<file path="src/hw/rtl/lud_pkg.sv">
// ============================================================================
// lud_pkg
// Shared types and constants for the lenient UTF-8 decoder.
// ============================================================================
package lud_pkg;

    localparam int MAX_UNITS  = 4;
    localparam int PEND_DEPTH = 3;

    localparam logic [7:0] MASK_LEAD2 = 8'hE0;
    localparam logic [7:0] CODE_LEAD2 = 8'hC0;
    localparam logic [7:0] MASK_LEAD3 = 8'hF0;
    localparam logic [7:0] CODE_LEAD3 = 8'hE0;
    localparam logic [7:0] MASK_LEAD4 = 8'hF8;
    localparam logic [7:0] CODE_LEAD4 = 8'hF0;
    localparam logic [7:0] MASK_CONT  = 8'hC0;
    localparam logic [7:0] CODE_CONT  = 8'h80;

    localparam logic [2:0] LEN_ONE   = 3'd1;
    localparam logic [2:0] LEN_TWO   = 3'd2;
    localparam logic [2:0] LEN_THREE = 3'd3;
    localparam logic [2:0] LEN_FOUR  = 3'd4;

    typedef struct packed {
        logic [20:0] code_point;
        logic [31:0] unit_start;
        logic [2:0]  unit_bytes;
        logic        run_last;
        logic        text_end;
    } t_unit;

    function automatic logic [2:0] lead_length(input logic [7:0] b);
        logic [2:0] len;
        len = LEN_ONE;
        if ((b & MASK_LEAD2) == CODE_LEAD2) begin
            len = LEN_TWO;
        end else if ((b & MASK_LEAD3) == CODE_LEAD3) begin
            len = LEN_THREE;
        end else if ((b & MASK_LEAD4) == CODE_LEAD4) begin
            len = LEN_FOUR;
        end
        return len;
    endfunction

endpackage

</file>
<file path="src/hw/rtl/lenient_utf8_decoder_unit.sv">
// ============================================================================
// lenient_utf8_decoder_unit
// Lenient UTF-8 decoder: byte stream in, code units with offsets out.
// ============================================================================
// Slave stream: one text byte per word in tdata, tlast on the final byte.
// Master stream: one unit per word; tlast marks the last unit caused by one
// input byte, tuser marks the final unit of the text.
// A byte is decoded in the cycle it is taken; its units are held in a
// four-entry result register and leave one per cycle with the receiver ready,
// the first in the cycle after the byte is accepted. Sustained rate is one
// byte per cycle while each byte yields at most one unit and the receiver is
// ready; a byte with more units (broken sequence replay, up to four) holds
// the input until its last unit leaves. Bytes that only buffer yield no word.
// Reset clears the pending sequence and the offset counter; the offset also
// returns to zero after each final byte.
// When the receiver stalls, the held unit stays on the port and the input
// is taken only as the last held unit leaves.
// ============================================================================
module lenient_utf8_decoder_unit
    import lud_pkg::*;
#(
    parameter int OFFSET_BITS = 32
) (
    input  logic        i_clk,
    input  logic        i_rst_n,
    input  logic        i_s_axis_tvalid,
    output logic        o_s_axis_tready,
    input  logic [7:0]  i_s_axis_tdata,   // data_byte
    input  logic        i_s_axis_tlast,   // final_byte
    output logic        o_m_axis_tvalid,
    input  logic        i_m_axis_tready,
    output logic [55:0] o_m_axis_tdata,   // code_point[20:0], unit_start[52:21],
                                          // unit_bytes[55:53]
    output logic        o_m_axis_tlast,   // run_last
    output logic        o_m_axis_tuser    // text_end
);

    t_unit      units [MAX_UNITS];
    t_unit      out_unit;
    logic [2:0] count;
    logic       in_accept;

    assign in_accept = i_s_axis_tvalid && o_s_axis_tready;

    lud_decode #(
        .OFFSET_BITS(OFFSET_BITS)
    ) u_decode (
        .i_clk   (i_clk),
        .i_rst_n (i_rst_n),
        .i_load  (in_accept),
        .i_byte  (i_s_axis_tdata),
        .i_fin   (i_s_axis_tlast),
        .o_units (units),
        .o_count (count)
    );

    lud_result_queue u_queue (
        .i_clk       (i_clk),
        .i_rst_n     (i_rst_n),
        .i_load      (in_accept),
        .i_units     (units),
        .i_count     (count),
        .i_pop_ready (i_m_axis_tready),
        .o_ready     (o_s_axis_tready),
        .o_valid     (o_m_axis_tvalid),
        .o_unit      (out_unit)
    );

    assign o_m_axis_tdata = {out_unit.unit_bytes, out_unit.unit_start, out_unit.code_point};
    assign o_m_axis_tlast = out_unit.run_last;
    assign o_m_axis_tuser = out_unit.text_end;

    a_end_is_last: assert property (@(posedge i_clk) disable iff (!i_rst_n)
        (o_m_axis_tvalid && o_m_axis_tuser) |-> o_m_axis_tlast)
        else $error("text end without run last");

    a_len_range: assert property (@(posedge i_clk) disable iff (!i_rst_n)
        o_m_axis_tvalid |-> (out_unit.unit_bytes >= LEN_ONE && out_unit.unit_bytes <= LEN_FOUR))
        else $error("unit length out of range");

    a_raw_narrow: assert property (@(posedge i_clk) disable iff (!i_rst_n)
        (o_m_axis_tvalid && out_unit.unit_bytes == LEN_ONE) |-> (out_unit.code_point[20:8] == 13'd0))
        else $error("raw unit wider than a byte");

    a_count_max: assert property (@(posedge i_clk) disable iff (!i_rst_n)
        in_accept |-> (count <= 3'(MAX_UNITS)))
        else $error("too many units for one byte");

endmodule

</file>
<file path="src/hw/rtl/lud_decode.sv">
// ============================================================================
// lud_decode
// Decoder state and single-pass unit builder: one byte in, up to four units.
// ============================================================================
module lud_decode
    import lud_pkg::*;
#(
    parameter int OFFSET_BITS = 32
) (
    input  logic        i_clk,
    input  logic        i_rst_n,
    input  logic        i_load,
    input  logic [7:0]  i_byte,
    input  logic        i_fin,
    output t_unit       o_units [MAX_UNITS],
    output logic [2:0]  o_count
);

    logic [7:0]             r_pend [PEND_DEPTH];
    logic [7:0]             n_pend [PEND_DEPTH];
    logic [1:0]             r_cnt, n_cnt;
    logic [2:0]             r_exp, n_exp;
    logic [OFFSET_BITS-1:0] r_pos, n_pos;
    logic [OFFSET_BITS-1:0] r_pstart, n_pstart;

    logic        is_open, is_cont, flush, has_last, last_full;
    logic [2:0]  len;
    logic [1:0]  flush_n;
    logic [20:0] full_cp;
    logic [63:0] pos_ext;
    logic [OFFSET_BITS-1:0] pend_off [PEND_DEPTH];
    logic [63:0] pend_ext [PEND_DEPTH];

    always_comb begin
        n_pend   = r_pend;
        n_cnt    = r_cnt;
        n_exp    = r_exp;
        n_pstart = r_pstart;
        flush     = 1'b0;
        has_last  = 1'b0;
        last_full = 1'b0;
        len      = lead_length(i_byte);
        is_open  = (r_cnt != 2'd0) && (r_exp != LEN_ONE);
        is_cont  = (i_byte & MASK_CONT) == CODE_CONT;

        if (is_open && is_cont) begin
            if (({1'b0, r_cnt} + 3'd1) == r_exp) begin
                has_last  = 1'b1;
                last_full = 1'b1;
                n_cnt     = 2'd0;
                n_exp     = LEN_ONE;
            end else if (i_fin) begin
                flush    = 1'b1;
                has_last = 1'b1;
            end else begin
                n_pend[r_cnt] = i_byte;
                n_cnt         = r_cnt + 2'd1;
            end
        end else begin
            flush = is_open;
            n_cnt = 2'd0;
            n_exp = LEN_ONE;
            if (len != LEN_ONE && !i_fin) begin
                n_pend[0] = i_byte;
                n_cnt     = 2'd1;
                n_exp     = len;
                n_pstart  = r_pos;
            end else begin
                has_last = 1'b1;
            end
        end

        if (i_fin) begin
            n_cnt = 2'd0;
            n_exp = LEN_ONE;
            n_pos = '0;
        end else begin
            n_pos = r_pos + OFFSET_BITS'(1);
        end
    end

    always_comb begin
        unique case (r_exp)
            LEN_TWO:   full_cp = {10'd0, r_pend[0][4:0], i_byte[5:0]};
            LEN_THREE: full_cp = {5'd0, r_pend[0][3:0], r_pend[1][5:0], i_byte[5:0]};
            default:   full_cp = {r_pend[0][2:0], r_pend[1][5:0], r_pend[2][5:0],
                                  i_byte[5:0]};
        endcase
    end

    assign flush_n = flush ? r_cnt : 2'd0;
    assign o_count = {1'b0, flush_n} + {2'd0, has_last};
    assign pos_ext = 64'(r_pos);

    always_comb begin
        for (int k = 0; k < PEND_DEPTH; k++) begin
            pend_off[k] = r_pstart + OFFSET_BITS'(k);
            pend_ext[k] = 64'(pend_off[k]);
        end
        for (int k = 0; k < MAX_UNITS; k++) begin
            o_units[k] = '0;
            if (k < PEND_DEPTH && 2'(k) < flush_n) begin
                o_units[k].code_point = {13'd0, r_pend[k[1:0]]};
                o_units[k].unit_start = pend_ext[k[1:0]][31:0];
                o_units[k].unit_bytes = LEN_ONE;
            end else if (3'(k) == {1'b0, flush_n}) begin
                o_units[k].code_point = last_full ? full_cp : {13'd0, i_byte};
                o_units[k].unit_start = last_full ? pend_ext[0][31:0] : pos_ext[31:0];
                o_units[k].unit_bytes = last_full ? r_exp : LEN_ONE;
            end
            o_units[k].run_last = (3'(k) + 3'd1) == o_count;
            o_units[k].text_end = ((3'(k) + 3'd1) == o_count) && i_fin;
        end
    end

    always_ff @(posedge i_clk) begin
        if (!i_rst_n) begin
            r_cnt    <= 2'd0;
            r_exp    <= LEN_ONE;
            r_pos    <= '0;
            r_pstart <= '0;
        end else if (i_load) begin
            r_cnt    <= n_cnt;
            r_exp    <= n_exp;
            r_pos    <= n_pos;
            r_pstart <= n_pstart;
        end
    end

    always_ff @(posedge i_clk) begin
        if (i_load) begin
            r_pend <= n_pend;
        end
    end

endmodule

</file>
<file path="src/hw/rtl/lud_result_queue.sv">
// ============================================================================
// lud_result_queue
// Result register: holds the units of one byte and hands them out in order.
// ============================================================================
module lud_result_queue
    import lud_pkg::*;
(
    input  logic        i_clk,
    input  logic        i_rst_n,
    input  logic        i_load,
    input  t_unit       i_units [MAX_UNITS],
    input  logic [2:0]  i_count,
    input  logic        i_pop_ready,
    output logic        o_ready,
    output logic        o_valid,
    output t_unit       o_unit
);

    t_unit      r_q [MAX_UNITS];
    logic [2:0] r_cnt;
    logic       pop;

    assign o_valid = r_cnt != 3'd0;
    assign o_unit  = r_q[0];
    assign pop     = o_valid && i_pop_ready;
    // free when empty or once the last held word leaves this cycle
    assign o_ready = (r_cnt == 3'd0) || ((r_cnt == 3'd1) && i_pop_ready);

    always_ff @(posedge i_clk) begin
        if (!i_rst_n) begin
            r_cnt <= 3'd0;
        end else if (i_load) begin
            r_cnt <= i_count;
        end else if (pop) begin
            r_cnt <= r_cnt - 3'd1;
        end
    end

    always_ff @(posedge i_clk) begin
        if (i_load) begin
            r_q <= i_units;
        end else if (pop) begin
            for (int k = 0; k < MAX_UNITS - 1; k++) begin
                r_q[k] <= r_q[k+1];
            end
        end
    end

endmodule
</file>
<file path="config.mk">
export PLATFORM = sky130hd
export DESIGN_NAME = lenient_utf8_decoder_unit
export DESIGN_NICKNAME = d
export VERILOG_FILES = /design/src/hw/rtl/lud_pkg.sv /design/src/hw/rtl/lenient_utf8_decoder_unit.sv /design/src/hw/rtl/lud_decode.sv /design/src/hw/rtl/lud_result_queue.sv
export SDC_FILE = /design/constraint.sdc
export NUM_CORES = 1
export LEC_CHECK = 0
export ABC_AREA = 1
export BUFFER_PORTS_ARGS = -buffer_cell sky130_fd_sc_hd__buf_2
export CAP_MARGIN = 20
export CORE_MARGIN = 1
export CORE_UTILIZATION = 45
export CTS_CLUSTER_SIZE = 8
export DETAILED_ROUTE_END_ITERATION = 10
export GPL_TIMING_DRIVEN = 0
export SLEW_MARGIN = 20
export SYNTH_ARGS = -nofsm -noshare
export SYNTH_HDL_FRONTEND = slang
export SYNTH_SLANG_ARGS = --single-unit
</file>
<file path="constraint.sdc">
create_clock -name i_clk -period 12.96 [get_ports i_clk]
set_clock_uncertainty 0.1 [all_clocks]
set_input_delay 1.296 -clock i_clk [delete_from_list [all_inputs] [get_ports i_clk]]
set_output_delay 1.296 -clock i_clk [all_outputs]
set_load 0.005 [all_outputs]
</file>
# --- Word-level counts from Yosys, hierarchy flattened ---
# Index checks and enable logic that the tools add are counted.
op_classes:
  n_addsub: 7
  multipliers: 0
  div_mod_pow: 0
  magnitude_cmp: 5
  eq_ne: 20
  shift: 0
  n_mux: 42
  n_bitwise: 4
  n_reduce_logical: 23
op_table:
  columns: ["op", "count"]
  rows:
  - ["$mux W174", 2]
  - ["$mux W56", 6]
  - ["$add A32 B1 Y32 const B", 2]
  - ["$mux W32", 2]
  - ["$mux W24", 2]
  - ["$pmux W21 S2", 1]
  - ["$add A32 B2 Y32 const B", 1]
  - ["$mux W3", 10]
  - ["$bwmux W24", 1]
  - ["$mux W8", 3]
  - ["$mux W21", 1]
  - ["$demux W8 S2", 1]
  - ["$logic_and A1 B1 Y1", 11]
  - ["$mux W1", 9]
  - ["$mux W2", 4]
  - ["$reduce_and A4 Y1", 2]
  - ["$eq A2 B3 Y1 const A", 2]
  - ["$eq A3 B2 Y1 const B", 2]
  - ["$ne A3 B1 Y1 const B", 2]
  - ["$reduce_bool A2 Y1", 3]
  - ["$eq A5 B5 Y1 const B", 1]
  - ["$eq A2 B2 Y1 const A", 2]
  - ["$eq A4 B4 Y1 const B", 1]
  - ["$lt A1 B2 Y1 const A", 2]
  - ["other kinds (25)", 28]
word_totals:
  reg_bits: 328
  latch_bits: 0
  ramBits: 0
  mem_bits_ro: 0
  inputBits: 13
  out_inout_bits: 60
  word_cells: 129
  n_memories: 0

# --- Logic depth before layout (Yosys ltp) ---
depth:
  word_depth: 12
  ltp_mapped: 19
  depth_no_buf: 17

# --- By module ---
# Synthesis repeated with hierarchy kept, for this count alone.
unflattened:
  cells_unflattened: 2385
  area_unflattened_um2: 18108.6
modules_own_cells:
  columns: ["mod", "instances", "cells_each", "area_each_um2", "seq_area_each_um2"]
  rows:
  - ["lud_result_queue", 1, 889, 9875.7, 7026.7]
  - ["lud_decode", 1, 1494, 8225.4, 2102.0]
  - ["lenient_utf8_decoder_unit", 1, 2, 7.5, 0.0]

# --- Worst setup path before layout ---
# OpenSTA, ideal clock, no wires.
synth_timing:
  kind: "input to register"
  from: "input i_s_axis_tvalid"
  to: "register u_queue.r_cnt[0]"
  setup_time_ns: 0.169
  arrival_ns: 9.873
  required_time_ns: 12.691
  slack_ns: 2.818
  path_stages: 4
  n_path_buf: 0
  cell_sequence: "inv_1 > o21ai_1 > o21ai_0 > a31oi_1"
synth_via:
  elab_chain_cells: 2
  elab_cells_between_ends: 3
  classes_between: "1 x mux; 2 x reduce/logical"
synth_rtl:
  columns: ["item", "line", "rtl"]
  rows:
  - ["start: declaration", "lenient_utf8_decoder_unit.sv:26", "input logic i_s_axis_tvalid,"]
  - ["$logic_and A1 B1 Y1 (*)", "lenient_utf8_decoder_unit.sv:43", "assign in_accept = i_s_axis_tvalid && o_s_axis_tready;"]
  - ["$mux W3 or $reduce_bool A2 Y1 (tied branches)", null, null]
  - ["end signal: assignment", "lud_result_queue.sv:33", "r_cnt <= i_count;"]
  - ["end signal: assignment", "lud_result_queue.sv:35", "r_cnt <= r_cnt - 3'd1;"]
  - ["end: declaration", "lud_result_queue.sv:20", "logic [2:0] r_cnt;"]
# Every way passes the cells marked *; elsewhere a longest branch is shown, timed or not.
# A chain may end at the register's enable or synchronous reset.

# --- Worst setup path after layout ---
layout_timing:
  from: "register u_decode.r_cnt[1]"
  to: "register u_queue.r_q[58] (netlist name) (data pin)"
layout_via:
  elab_chain_cells: 9
  elab_cells_between_ends: 14
  classes_between: "2 x add/sub; 2 x eq/ne; 6 x mux; 4 x reduce/logical"
layout_rtl:
  columns: ["item", "line", "rtl"]
  rows:
  - ["start: declaration", "lud_decode.sv:21", "logic [1:0] r_cnt, n_cnt;"]
  - ["start signal: assignment", "lud_decode.sv:123", "r_cnt <= n_cnt;"]
  - ["$add A2 B1 Y3 or $reduce_bool A2 Y1 (tied branches)", "lud_decode.sv:47, lud_decode.sv:43", null]
  - ["$eq A3 B3 Y1 or $logic_and A1 B1 Y1 (tied branches)", "lud_decode.sv:47, lud_decode.sv:43", null]
  - ["$mux W1 or $logic_and A1 B1 Y1 (tied branches)", "lud_decode.sv:47, lud_decode.sv:46", null]
  - ["$mux W1", "lud_decode.sv:46", "if (is_open && is_cont) begin"]
  - ["$mux W2", "lud_decode.sv:91", "assign flush_n = flush ? r_cnt : 2'd0;"]
  - ["$add A2 B1 Y3 (*)", "lud_decode.sv:92", "assign o_count = {1'b0, flush_n} + {2'd0, has_last};"]
  - ["$eq A2 B3 Y1 (*)", "lud_decode.sv:112", "o_units[k].text_end = ((3'(k) + 3'd1) == o_count) && i_fin;"]
  - ["$logic_and A1 B1 Y1 (*)", "lud_decode.sv:112", null]
  - ["$mux W174 (*)", "lud_result_queue.sv:40", "if (i_load) begin"]
  - ["end signal: assignment", "lud_result_queue.sv:41", "r_q <= i_units;"]
  - ["end signal: indexed assignment", "lud_result_queue.sv:44", "r_q[k] <= r_q[k+1];"]
  - ["end: declaration", "lud_result_queue.sv:19", "t_unit r_q [MAX_UNITS];"]
# Marked as above.

==> results.cfg <==
[die]
rows = 72
die-area_um2 = 40000
die_w_um = 200
die_height_um = 200
core_area_um2 = 38600
ioPinCount = 73
start_util_pct = 45.7

[place]
place_congestion = 0.987
hpwl_mm = 45.1
preCtsSetupSlack_ps = 8790
port_buffers = 71
place_area_um2 = 19000

[flow_run]
cap_violations = 0

[worst_hold_path]
hold_path_class = reg2reg
hold_path_depth = 2

[clocking]
cts_tree = built
clock_sink_count = 328
cts_buffer_depth = 3
cts_setup_buffers = 0
clk_pin_slew_ps = 50
cts_made_buffers = 47
root_buffer = clkbuf_16
insertion_delay_ps = 600
htree_levels = 2
ctsResizeCount = 0
postCtsHoldBufs = 0

[logic_synthesis]
synth_area_leaders = edfxtp_1 44%, nand2_1 18%, dfxtp_1 8.2%, nor2_1 5.1%, inv_1 3.8%
yosysWarnings = 0
synthMuxAreaShare_pct = 0
synth_compound_area_share_pct = 7.99
synth-simple-area-share_pct = 28.4
netlist_area_um2 = 17700
synth_fa_ha_area_share_pct = 0.850
synth.avg_cell_area_um2 = 7.91
synthCells = 2231
yosysUniqueCellTypes = 41
ys_seq_elements = 328
synth.yosys.seq_area_share_pct = 51.7
yosys.area.top_type = edfxtp_1
synth_top_area_share_pct = 43.5
synthXorXnorAreaFrac_pct = 1.84
synth_top_family_by_area = simple AND/OR/NAND/NOR gates

[pwr]
power_density_nw_per_um2 = 195
pwr-share-comb_pct = 26.5
seqPwrFrac_pct = 44.0
internal_power_mw = 2.75
switching_share_pct = 30.8
pwr-share-clk_pct = 29.5
leakage_nw = 8.79
vdd_drop_max_v = 0.000170
finalPower_mw = 3.98
p_switching_mw = 1.22

[drt]
via_per_inst = 5.25
drc = 0
drt_iter0_drc = 1471
ant_nets = 0
first_pass_iters = 6
drt-total-wl_mm = 59.8
wl_per_cell_um = 20.4
vias = 15343

[finish]
fin_area_um2 = 20400
mostFrequentLayoutCells = 858 x nand2_1, 256 x edfxtp_1, 242 x nor2_1, 178 x inv_1, 115 x nand3_1
drive_above_1_share_pct = 11.1
antennaDiodeCount = 0
fin_nets = 2399
syn_to_final_growth_pct = 15.4
final_common_cell = nand2_1

[global_route]
grt_use_total_pct = 30.5
grt_pass1_wl_mm = 88.3
grt_overflow = 0
antenna_found_initial = 0
grt_max_degree = 41
grt_pass1_vias = 14243

[worst_setup_path]
reg2reg_slack_ps = 8880
endpoint_kind = flop
rr_worst_depth = 18
crit_top_cell = inv_1
worstPathMaxFanout = 10
worstPathArrival_ps = 4410
path_cells = clkbuf_1, inv_1, ha_1, inv_1, nand2_1, nand2_1, nand3_1, nor2_2, nor2_2, buf_2, nand2_1, inv_1, ha_1, ha_1, inv_1, nor2_1, nand3_1, o21ai_0
crit_family = simple AND/OR/NAND/NOR gates
crit_cells = 18
crit_type = reg2reg
critPathSlowestCell = clkbuf_1
path_buf_inv = 6
required_ps = 13290
cpPeakStageDelay_ps = 530
cp-start-kind = flop

[timing]
hold_viol = 0
period_share_pct = 31.5
rsz0062_at_grt = false
fin_crit_ps = 4080
slew_viol_final = 0
tns_ps = 0
setup_violations = 0
worst_slew_pin_slew_ps = 1100
slew_headroom_pct = 26.6
fmax_ghz = 0.245
worst_slack_ps = 8880

[run_status]
outcome = finished clean
[power groups by stage]
stage | logic, mW | clock network, mW | registers (mW)
after floorplan | 0.615 | 0 | 1.82
after global placement | 0.956 | 0 | 1.87
after detailed placement | 1.06 | 0 | 1.77
after CTS | 1.06 | 1.19 | 1.75
after global routing | 1.17 | 1.23 | 1.79
final | 1.05 | 1.18 | 1.75
[path summary, 6_finish.rpt]
check	endpoint	start
worst max register to register	u_queue.r_q[58]	u_decode.r_cnt[1]
worst min register to register	u_queue.r_q[72]	u_queue.r_q[14]
worst min-delay path	u_queue.r_q[72]	u_queue.r_q[14]
worst max-delay path	u_queue.r_q[58]	u_decode.r_cnt[1]
[state kept, by name, indices dropped and copies added, names as in the netlist]
signal             flops
u_queue.o_unit        58
u_decode.r_exp         3
u_queue.r_q          174
u_decode.r_pstart     32
u_decode.r_pend       24
u_queue.r_cnt          3
u_decode.r_cnt         2
u_decode.r_pos        32
[synthesized netlist by cell type (all sizes together)]
master / instances
inv: 188
nand2: 859
o22ai: 5
o21a: 1
clkbuf: 51
and3: 2
conb: 1
nor2: 249
xor2: 34
nor3: 12
clkinv: 3
o21bai: 1
xnor2: 3
edfxtp: 256
nor4: 1
and2: 1
nand3: 119
a21oi: 70
o41ai: 5
o211ai: 43
o31ai: 5
ha: 12
a22oi: 1
dfxtp: 72
a31oi: 2
or2: 1
buf: 108
o21ai: 109
nand4: 17
[layout make-up]
class | count | area [um2]
buffer | 159 | 907
clock buffer | 80 | 1350
clock inverter | 2 | 50.0
fill | 3741 | 18300
inverter | 191 | 717
multi-input combinational | 1567 | 6970
sequential | 328 | 9130
tap | 518 | 648
timing repair buffer | 80 | 596
[metal layers]
layer,track usage (%),up-vias,part of all wire [%]
met1,45.0,7121,46
met5,0,-,0
met3,5.98,115,8.9
li1,-,7457,-
met2,44.2,650,42
met4,11.3,0,3.4
[worst reg2reg max path: stages (launching register included)]
cell      delay (ps)
dfxtp_1          370
clkbuf_1         530
inv_1            190
ha_1             360
inv_1             70
nand2_1           50
nand2_1           70
nand3_1          130
nor2_2           310
nor2_2           190
buf_2            250
nand2_1          140
inv_1             70
ha_1             200
ha_1             320
inv_1             60
nor2_1           200
nand3_1          130
o21ai_0          180
[logic make-up after synthesis]
| logic type | count (synthesis) |
|---|---|
| AND/OR/NAND/NOR | 1261 |
| buffers and inverters | 350 |
| flip-flops | 328 |
| AO/OA/AOI/OAI | 242 |
| XOR/XNOR | 37 |
| adder cells (fa/ha/maj) | 12 |
| other | 1 |
[stage by stage]
step	cells	util [%]	hold slack [ps]
2_1_floorplan	2245	-	368
3_3_place_gp	2834	48.4	398
3_5_place_dp	2843	49.1	402
4_1_cts	2925	52.7	411
5_1_grt	2925	52.7	425
6_report	2925	52.7	411
Power figures use the tool's default switching activity.
